### src/hw/rtl/spc_pkg.sv
// Shared constants, widths and request structs for the sphere pair collision time block.
package spc_pkg;

    // Coordinate format: signed Q(COORD_BITS-FRAC_BITS).FRAC_BITS
    localparam int COORD_BITS  = 32;
    localparam int FRAC_BITS   = 16;
    localparam int RAD_W       = COORD_BITS - 1;
    localparam int PROD_W      = 2 * COORD_BITS;
    localparam int DOT_W       = PROD_W + 2;
    localparam int DVAL_W      = 4 * COORD_BITS;
    localparam int ROOT_W      = PROD_W + FRAC_BITS;
    localparam int REM_W       = ROOT_W + 2;
    localparam int DIV_W       = 3 * COORD_BITS + FRAC_BITS;
    localparam int QUEUE_DEPTH = 4;
    localparam int QPTR_W      = $clog2(QUEUE_DEPTH);
    localparam int QCNT_W      = $clog2(QUEUE_DEPTH + 1);

    // Request as it leaves the front end
    typedef struct packed {
        logic              miss;
        logic [PROD_W-1:0] dot;
        logic [PROD_W-1:0] vv;
        logic [DVAL_W-1:0] dval;
    } spc_item_t;

    // What the back end carries alongside the root
    typedef struct packed {
        logic              miss;
        logic [PROD_W-1:0] dot;
        logic [PROD_W-1:0] vv;
    } spc_work_t;

endpackage

### src/hw/rtl/spc_queue.sv
// Short request queue between the front and back ends.
module spc_queue
    import spc_pkg::*;
(
    input  logic      clk,
    input  logic      rst_n,
    input  logic      push,
    input  spc_item_t wr_item,
    output logic      full,
    output logic      pop,
    output spc_item_t rd_item
);

    spc_item_t         mem_reg [QUEUE_DEPTH];
    logic [QPTR_W-1:0] wr_ptr_reg, rd_ptr_reg;
    logic [QCNT_W-1:0] count_reg;

    assign full    = (count_reg == QCNT_W'(QUEUE_DEPTH));
    // back end never stalls: drain whenever something is stored
    assign pop     = (count_reg != '0);
    assign rd_item = mem_reg[rd_ptr_reg];

    // storage
    always_ff @(posedge clk)
    begin
        if (push)
        begin
            mem_reg[wr_ptr_reg] <= wr_item;
        end
    end

    // pointers and fill level
    always_ff @(posedge clk or negedge rst_n)
    begin
        if (!rst_n)
        begin
            wr_ptr_reg <= '0;
            rd_ptr_reg <= '0;
            count_reg  <= '0;
        end
        else
        begin
            if (push)
            begin
                wr_ptr_reg <= wr_ptr_reg + 1'b1;
            end
            if (pop)
            begin
                rd_ptr_reg <= rd_ptr_reg + 1'b1;
            end
            count_reg <= count_reg + QCNT_W'(push) - QCNT_W'(pop);
        end
    end

    a_no_overfill: assert property (@(posedge clk) disable iff (!rst_n)
        count_reg <= QCNT_W'(QUEUE_DEPTH))
        else $error("queue count above depth");

    a_count_track: assert property (@(posedge clk) disable iff (!rst_n)
        $past(rst_n) |-> count_reg == $past(count_reg) + QCNT_W'($past(push))
                                      - QCNT_W'($past(pop)))
        else $error("queue count lost a request");

    a_ptr_gap: assert property (@(posedge clk) disable iff (!rst_n)
        QPTR_W'(wr_ptr_reg - rd_ptr_reg) == count_reg[QPTR_W-1:0])
        else $error("queue pointers disagree with count");

endmodule

### config.mk
export PLATFORM = sky130hd
export DESIGN_NAME = spc_queue
export DESIGN_NICKNAME = d
export VERILOG_FILES = /design/src/hw/rtl/spc_pkg.sv /design/src/hw/rtl/spc_queue.sv
export SDC_FILE = /design/constraint.sdc
export NUM_CORES = 1
export LEC_CHECK = 0
export ABC_AREA = 1
export BUFFER_PORTS_ARGS = -buffer_cell sky130_fd_sc_hd__buf_2
export CELL_PAD_IN_SITES_DETAIL_PLACEMENT = 0
export CELL_PAD_IN_SITES_GLOBAL_PLACEMENT = 2
export CORE_ASPECT_RATIO = 0.8
export CORE_MARGIN = 2
export CORE_UTILIZATION = 34
export DETAILED_ROUTE_END_ITERATION = 8
export PLACE_DENSITY = 0.86
export SLEW_MARGIN = 20
export SYNTH_ARGS = -nofsm -noshare
export SYNTH_HDL_FRONTEND = slang
export SYNTH_SLANG_ARGS = --single-unit
### constraint.sdc
create_clock -name clk -period 6.6 [get_ports clk]
set_input_delay 1.98 -clock clk [delete_from_list [all_inputs] [get_ports clk]]
set_output_delay 1.98 -clock clk [all_outputs]
set_load 0.01 [all_outputs]
==> metrics.cfg, run 1 <==
[clocking]
hold_buffers=0
cts_buffers=106
cts.sinks=1035
clkSlewWorstSetupHoldPaths_ps=60
post-cts-setup-buffer-count=0
root_buffer=clkbuf_16
cts_buffer_depth=3
cts-resized-gates=0
cts.htree.levels=3
cts_tree=done
clkLatencyLatePin_ps=700

[setup_path]
cp_slowest_cell=dfrtp_4
worst_path_largest_cell_delay_ps=810
crit_type=reg2out
crit_chain=buf_4 -> buf_4 -> nand2_1 -> nand3_1 -> nand2_1 -> buf_2
regToRegStartpoint=wr_ptr_reg[1]$_DFFE_PN0P_
rr_endpoint=mem_reg[1][239]$_DFFE_PP_
crit_cells=6
cp_max_fo=65
crit_required_ps=4620
cpLargestDelayFamily=buffers and inverters
rr_worst_depth=5
critical_path_buf_inv_count=3
critical_path.startpoint_type=register
r2r_setup_slack_ps=3960
crit_arrival_ps=3470
end_kind=output pin

[place]
io_buffer_count=518
dpl_cell_area_um2=47700
finalWeightedCongestion=0.746
post-place-ws_ps=1860
post-dp-hpwl_um=59000

[timing]
fin_worst_skew_ps=16.6
final_hold_viol_count=0
fin_ws_ps=1150
hold_ws_ps=532
finalSetupTns_ps=0
min_period_over_period_pct=82.6
worst_slew_pin_slew_ps=1090
relSlewSlack_pct=27.5
period_needed_ps=5450
final_max_slew_viol_count=0
rsz0062_at_grt=false
fmaxAchievable_ghz=0.183
finalSetupViolCount=0

[global_route]
gr-usage-all-layers_pct=15.5
antenna_found_initial=40
grt_pass1_vias=26100
grt_overflow_total=0
grt_max_degree=136
grt_first_pass_wirelength_um=155000

[drt]
ant_nets=0
wl_per_cell_um=16.2
post-route-drc-count=0
drt_iter0_drc=1645
routed_wirelength_um=103000
num_vias=27200
first_pass_iters=5
drt-vias-per-instance=4.30

[yosys]
synthTopCellsByArea=edfxtp_1, nand2_1, inv_1, nand3_1, buf_2
synth_warnings=0
seq_area_frac_synth_pct=71.7
syn_nets=4347
ys_types=15
syn-cell-area_um2=43300
synthCells=4080
syn_avg_cell_area_um2=10.6
synth_area_leader_cell=edfxtp_1
ys_ff_latch=1035
synth_top_area_share_pct=71.3

[die]
dieHeight_um=323
rows=117
die_area_um2=130000
start_util_pct=34.2
pin_count=519
core_region_area_um2=127000
die_x_um=403

[power]
power_uw=22500
p_leak_uw=0.0234
powerDensity_nw_per_um2=441
max-vdd-ir-drop_mv=0.299

[worst_hold_path]
hold_path_depth=1
worstHoldStart=wr_ptr_reg[0]$_DFFE_PN0P_
holdPathEnd=wr_ptr_reg[0]$_DFFE_PN0P_
hold_path_class=reg2reg

[cells_and_area]
drive_above_1_share_pct=15.3
area_growth_pct=18.0
largest_register_ffs=1028
fin_area_um2=51100
nets=4835

[job]
drv_cap=0

[outcome]
status=complete, no violations

## cell type report
class                   count  area [µm²]
fillers                 12200       75700
flip-flops and latches   1035       31100
multi-input cells        1831        7600
inverters                1042        3940
repair buffers            552        3040
clock buffers             123        2760
well taps                1666        2080
clock inverters            75         599
diodes                     11        27.5
## power by group
part,internal (µW),switching (µW)
Combinational,2330,5560
Clock,3270,2500
Sequential,8590,283
## logic make-up after synthesis
group | share of synthesized area [%]
simple gates | 17.3
buf+inv | 10.8
flops | 71.7
fa+ha+maj | 0.220
compound gates | 0.0115
xor+xnor | 0.0202
## per-stage QoR
step                cells  util (%)
global placement     6125      37.6
detailed placement   6125      37.6
global route         6329      40.3
CTS                  6323      40.3
floorplan            4080         -
finish               6335      40.3
## worst max-delay path by stage
stage / startpoint / endpoint / slack [ps]
final: rd_ptr_reg[0]$_DFFE_PN0N_ / rd_item[60] / 1150
after global routing: rd_ptr_reg[0]$_DFFE_PN0N_ / rd_item[60] / 830
after floorplan: push / mem_reg[1][0]$_DFFE_PP_ / 130
after detailed placement: rd_ptr_reg[0]$_DFFE_PN0N_ / rd_item[241] / 1860
after global placement: rd_ptr_reg[0]$_DFFE_PN0N_ / rd_item[54] / 1880
after CTS: rd_ptr_reg[0]$_DFFE_PN0N_ / rd_item[60] / 1010
## per-layer routing
layer / routed length (µm) / track usage [%] / vias to the layer above / part of all wire (%)
li1: - / - / 13700 / -
met3: 8040 / 5.75 / 189 / 7.8
met5: 344 / 0 / - / 0.34
met2: 48300 / 25.5 / 544 / 47
met1: 43700 / 19.3 / 12700 / 43
met4: 2170 / 4.00 / 54 / 2.1
## synth_stat cells
| cell | instances |
|---|---|
| inv_2 | 2 |
| nand2_1 | 1303 |
| clkbuf_1 | 64 |
| o21ai_0 | 1 |
| xor2_1 | 1 |
| inv_1 | 1040 |
| dfrtp_1 | 7 |
| nor2_1 | 1 |
| fa_1 | 1 |
| buf_1 | 17 |
| buf_2 | 91 |
| edfxtp_1 | 1028 |
| ha_1 | 6 |
| nor3_1 | 1 |
| nand3_1 | 517 |
## cell usage in the layout, fill, tap and decap left out, types with 2 or more instances in the layout
master and instances:
nand2_1 1303, clkbuf_16 108, inv_8 4, inv_16 2, clkinv_1 31, inv_1 1036, dfrtp_4 2, ha_1 6
clkbuf_1 15, edfxtp_1 1028, bufinv_16 7, buf_4 19, buf_12 14, dfrtp_1 5, diode_2 11, clkinv_2 20
nand3_1 517, clkinvlp_4 13, inv_6 2, buf_2 518
Note: power is estimated with default switching activity, not from simulation.
==> inputs of run 2 (changes only) <==
==> constraint.sdc (replaced) <==
create_clock -name clk -period 4.95 [get_ports clk]
set_input_delay 1.485 -clock clk [delete_from_list [all_inputs] [get_ports clk]]
set_output_delay 1.485 -clock clk [all_outputs]
set_load 0.01 [all_outputs]
==> metrics.cfg, run 2 (synthesis gave the netlist of run 1 again) <==
[outcome]
status=complete, no violations

[worst_hold_path]
worstHoldStart=wr_ptr_reg[0]$_DFFE_PN0P_
hold_path_class=reg2reg
hold_path_depth=1
holdPathEnd=wr_ptr_reg[0]$_DFFE_PN0P_

[global_route]
antenna_found_initial=40
gr-usage-all-layers_pct=15.3
grt_pass1_vias=25900
grt_overflow_total=0
grt_first_pass_wirelength_um=152000
grt_max_degree=175

[setup_path]
critical_path.startpoint_type=register
rr_worst_depth=6
cp_max_fo=94
end_kind=output pin
crit_arrival_ps=2670
crit_chain=buf_4 -> buf_12 -> nand3_1 -> nand2_1 -> buf_2
crit_type=reg2out
r2r_setup_slack_ps=2350
cpLargestDelayFamily=buffers and inverters
cp_slowest_cell=buf_4
critical_path_buf_inv_count=3
rr_endpoint=mem_reg[0][214]$_DFFE_PP_
worst_path_largest_cell_delay_ps=480
worstSetupStartpoint=rd_ptr_reg[1]$_DFFE_PN0N_
regToRegStartpoint=wr_ptr_reg[0]$_DFFE_PN0P_
crit_required_ps=3460

[clocking]
cts.htree.levels=3
clkSlewWorstSetupHoldPaths_ps=60
cts_buffers=108
cts_buffer_depth=3
root_buffer=clkbuf_16
clkLatencyLatePin_ps=720
cts-resized-gates=0
cts.sinks=1035
post-cts-setup-buffer-count=0
cts_tree=done
hold_buffers=0

[cells_and_area]
final_common_cell=nand2_1
area_growth_pct=19.2
largest_register_ffs=1028
fin_area_um2=51600
fillers=12000
final_cell_mix=nand2_1, inv_1, edfxtp_1
drive_above_1_share_pct=15.7
regArea_um2=31100
nets=4850
multiInputGateArea_um2=7630

[drt]
drt-vias-per-instance=4.26
post-route-drc-count=0
drt_iter0_drc=1371
num_vias=27100
first_pass_iters=5
ant_nets=0
wl_per_cell_um=15.9
routed_wirelength_um=101000

[job]
drv_cap=0

[die]
start_util_pct=34.2
die_x_um=403
dieHeight_um=323
die_area_um2=130000
core_region_area_um2=127000
pin_count=519
rows=117

[place]
finalWeightedCongestion=0.745
io_buffer_count=518
dpl_cell_area_um2=47900
post-dp-hpwl_um=57700

[timing]
period_needed_ps=4160
fin_worst_skew_ps=28.1
rsz0062_at_grt=false
final_hold_viol_count=0
finalSetupViolCount=0
relSlewSlack_pct=21.2
fmaxAchievable_ghz=0.240
hold_ws_ps=537
min_period_over_period_pct=84.0
worst_slew_pin_slew_ps=1180
final_max_slew_viol_count=0

[power]
powerDensity_nw_per_um2=595
max-vdd-ir-drop_mv=0.372
p_leak_uw=0.0237

==> run 2: cell types whose count changed in the layout (fill, tap and decap cells not counted), moves of 2 or more <==
cell | before | now
clkinv_16 | 0 | 2
bufinv_16 | 7 | 15
inv_8 | 4 | 2
nand2_1 | 1303 | 1299
buf_12 | 14 | 24
clkinv_2 | 20 | 16
clkbuf_1 | 15 | 17
nand2_4 | 0 | 4
buf_4 | 19 | 23
clkinvlp_4 | 13 | 10
diode_2 | 11 | 16
==> run 2: layout make-up <==
| class | instances | area share, % |
|---|---|---|
| Sequential cell | 1035 | 60.1 |
| Multi-Input combinational cell | 1831 | 14.8 |
| Inverter | 1042 | 7.63 |
| Timing Repair Buffer | 565 | 6.29 |
| Clock buffer | 126 | 5.41 |
| Tap cell | 1666 | 4.04 |
| Clock inverter | 77 | 1.64 |
| Antenna cell | 16 | 0.0776 |
==> run 2: per-layer routing <==
metal	global-route usage (%)	wire length (µm)	vias up
li1	-	-	13800
met1	19.0	42800	12500
met2	25.4	48100	516
met3	5.38	7460	205
met4	3.91	2330	48
met5	0	298	-
==> run 2: worst max path at each step <==
stage | cells past startpoint | slack, ps | to
final | 5 | 790 | rd_item[102]
after global routing | 6 | 560 | rd_item[93]
after CTS | 6 | 650 | rd_item[88]
after detailed placement | 5 | 1190 | mem_reg[0][214]$_DFFE_PP_
after global placement | 5 | 1180 | mem_reg[0][214]$_DFFE_PP_
after floorplan | 3 | -980 | mem_reg[0][0]$_DFFE_PP_
==> run 2: power by group <==
group | total, µW | leakage, µW | switching [µW] | internal [µW]
combinational | 10700 | 0.0124 | 7460 | 3250
clock | 8220 | 0.00175 | 3390 | 4830
sequential | 11800 | 0.00952 | 319 | 11400
total | 30700 | 0.0237 | 11200 | 19500
==> run 2: stage by stage <==
step / instances / setup TNS, ps / setup slack (ps) / total power, µW / utilization (%)
2_1_floorplan: 4080 / -996870 / -976 / 18600 / -
3_3_place_gp: 6139 / 0 / 1180 / 22900 / 37.8
3_5_place_dp: 6139 / 0 / 1190 / 22900 / 37.8
4_1_cts: 6342 / 0 / 651 / 31300 / 40.7
5_1_grt: 6346 / 0 / 561 / 32800 / 40.7
6_report: 6358 / 0 / 791 / 30700 / 40.7
==> inputs of run 3 (changes only) <==
--- a/config.mk
+++ b/config.mk
@@ -11,9 +11,9 @@
 export CELL_PAD_IN_SITES_GLOBAL_PLACEMENT = 2
 export CORE_ASPECT_RATIO = 0.8
 export CORE_MARGIN = 2
-export CORE_UTILIZATION = 34
+export CORE_UTILIZATION = 38
 export DETAILED_ROUTE_END_ITERATION = 8
-export PLACE_DENSITY = 0.86
+export PLACE_DENSITY = 0.91
 export SLEW_MARGIN = 20
 export SYNTH_ARGS = -nofsm -noshare
 export SYNTH_HDL_FRONTEND = slang
==> constraint.sdc (replaced) <==
create_clock -name clk -period 4.3 [get_ports clk]
set_input_delay 1.29 -clock clk [delete_from_list [all_inputs] [get_ports clk]]
set_output_delay 1.29 -clock clk [all_outputs]
set_load 0.01 [all_outputs]
==> metrics.cfg, run 3 (synthesis gave the netlist of run 1 again) <==
[drt]
num_vias=27100
drt-vias-per-instance=4.38
post-route-drc-count=0
ant_nets=0
first_pass_iters=5
drt_iter0_drc=1629
wl_per_cell_um=16.1
routed_wirelength_um=100000

[setup_path]
endpoint=rd_item[201]
cp_max_fo=140
regToRegStartpoint=wr_ptr_reg[0]$_DFFE_PN0P_
crit_type=reg2out
critical_path.startpoint_type=register
worstSetupStartpoint=rd_ptr_reg[0]$_DFFE_PN0N_
r2r_setup_slack_ps=2210
crit_required_ps=3010
rr_worst_depth=5
end_kind=output pin
rr_endpoint=mem_reg[2][174]$_DFFE_PP_
crit_arrival_ps=2750

[worst_hold_path]
hold_path_class=in2async

[die]
core_region_area_um2=113000
dieHeight_um=306
pin_count=519
die_area_um2=117000
start_util_pct=38.4
die_x_um=381
rows=110

[global_route]
grt_first_pass_wirelength_um=153000
grt_overflow_total=0
grt_max_degree=195
grtUsageMet1_pct=21.8
grt_pass1_vias=26300
gr-usage-all-layers_pct=17.1
top_usage_layer=met2
use_met2_pct=28.0
use_met3_pct=5.85
antenna_found_initial=33

[clocking]
cts_buffers=104
cts.sinks=1035
root_buffer=clkbuf_16
cts_buffer_depth=3
cts_tree=done
hold_buffers=0
cts-resized-gates=0
clkLatencyLatePin_ps=700
post-cts-setup-buffer-count=0
clkSlewWorstSetupHoldPaths_ps=70
cts.htree.levels=3

[cells_and_area]
area_growth_pct=18.1
final_cell_mix=nand2_1, inv_1, edfxtp_1
nets=4852
regArea_um2=31100
largest_register_ffs=1028
fin_util_pct=45.4
fillers=10300
multiInputGateArea_um2=7630
drive_above_1_share_pct=15.4
final_common_cell=nand2_1

[power]
p_leak_uw=0.0236
powerDensity_nw_per_um2=677
max-vdd-ir-drop_mv=0.591

[timing]
final_max_slew_viol_count=0
hold_ws_ps=408
period_needed_ps=4040
fin_worst_skew_ps=18.2
min_period_over_period_pct=94.0
worst_slew_pin_slew_ps=1070
rsz0062_at_grt=false
finalSetupViolCount=0
fmaxAchievable_ghz=0.247
relSlewSlack_pct=28.3
final_hold_viol_count=0

[job]
drv_cap=0

[place]
post-dp-hpwl_um=58100
finalWeightedCongestion=0.750
io_buffer_count=518

[outcome]
status=complete, no violations

-- run 3: area by class of cell --
cell class / instances / share of cell area (%)
multi-input cells: 1831 / 14.9
repair buffers: 571 / 6.55
diodes: 13 / 0.0636
well taps: 1512 / 3.70
flip-flops and latches: 1035 / 60.7
inverters: 1042 / 7.70
clock buffers: 135 / 5.44
clock inverters: 54 / 0.937
-- run 3: routing by layer --
layer / wire length, µm / share of wire (%)
met1: 42300 / 42
met2: 47400 / 47
met3: 7990 / 8.0
met4: 1920 / 1.9
met5: 303 / 0.30
-- run 3: metrics by stage --
stage / TNS [ps] / cells / instance area [µm²] / total power (µW) / worst slack (ps)
6_report: 0 / 6193 / 51200 / 34600 / 259
3_3_place_gp: 0 / 5991 / 47900 / 26300 / 1030
2_1_floorplan: -1464600 / 4080 / 43400 / 21400 / -1430
5_1_grt: 0 / 6184 / 51100 / 37000 / 49.8
3_5_place_dp: 0 / 5991 / 47900 / 26400 / 1000
4_1_cts: 0 / 6180 / 51100 / 35200 / 183
-- run 3: worst min path at each step --
stage	end	slack [ps]	cells after the start
final	wr_ptr_reg[0]$_DFFE_PN0P_	410	1
after detailed placement	wr_ptr_reg[0]$_DFFE_PN0P_	530	1
after global routing	wr_ptr_reg[0]$_DFFE_PN0P_	330	1
after floorplan	count_reg[2]$_DFF_PN0_	480	2
after global placement	count_reg[2]$_DFF_PN0_	530	2
after CTS	count_reg[0]$_DFF_PN0_	330	1
-- run 3: worst max-delay path, stage by stage, from the launching register on --
cell and delay (ps):
dfrtp_4 550, buf_4 300, buf_12 360, nand2_1 130, nand3_1 120, nand2_1 80
buf_2 160
-- run 3: power by group --
part           internal, µW  switching [µW]
combinational          3790            8560
clock                  4970            3740
sequential            13200             377
total                 21900           12700
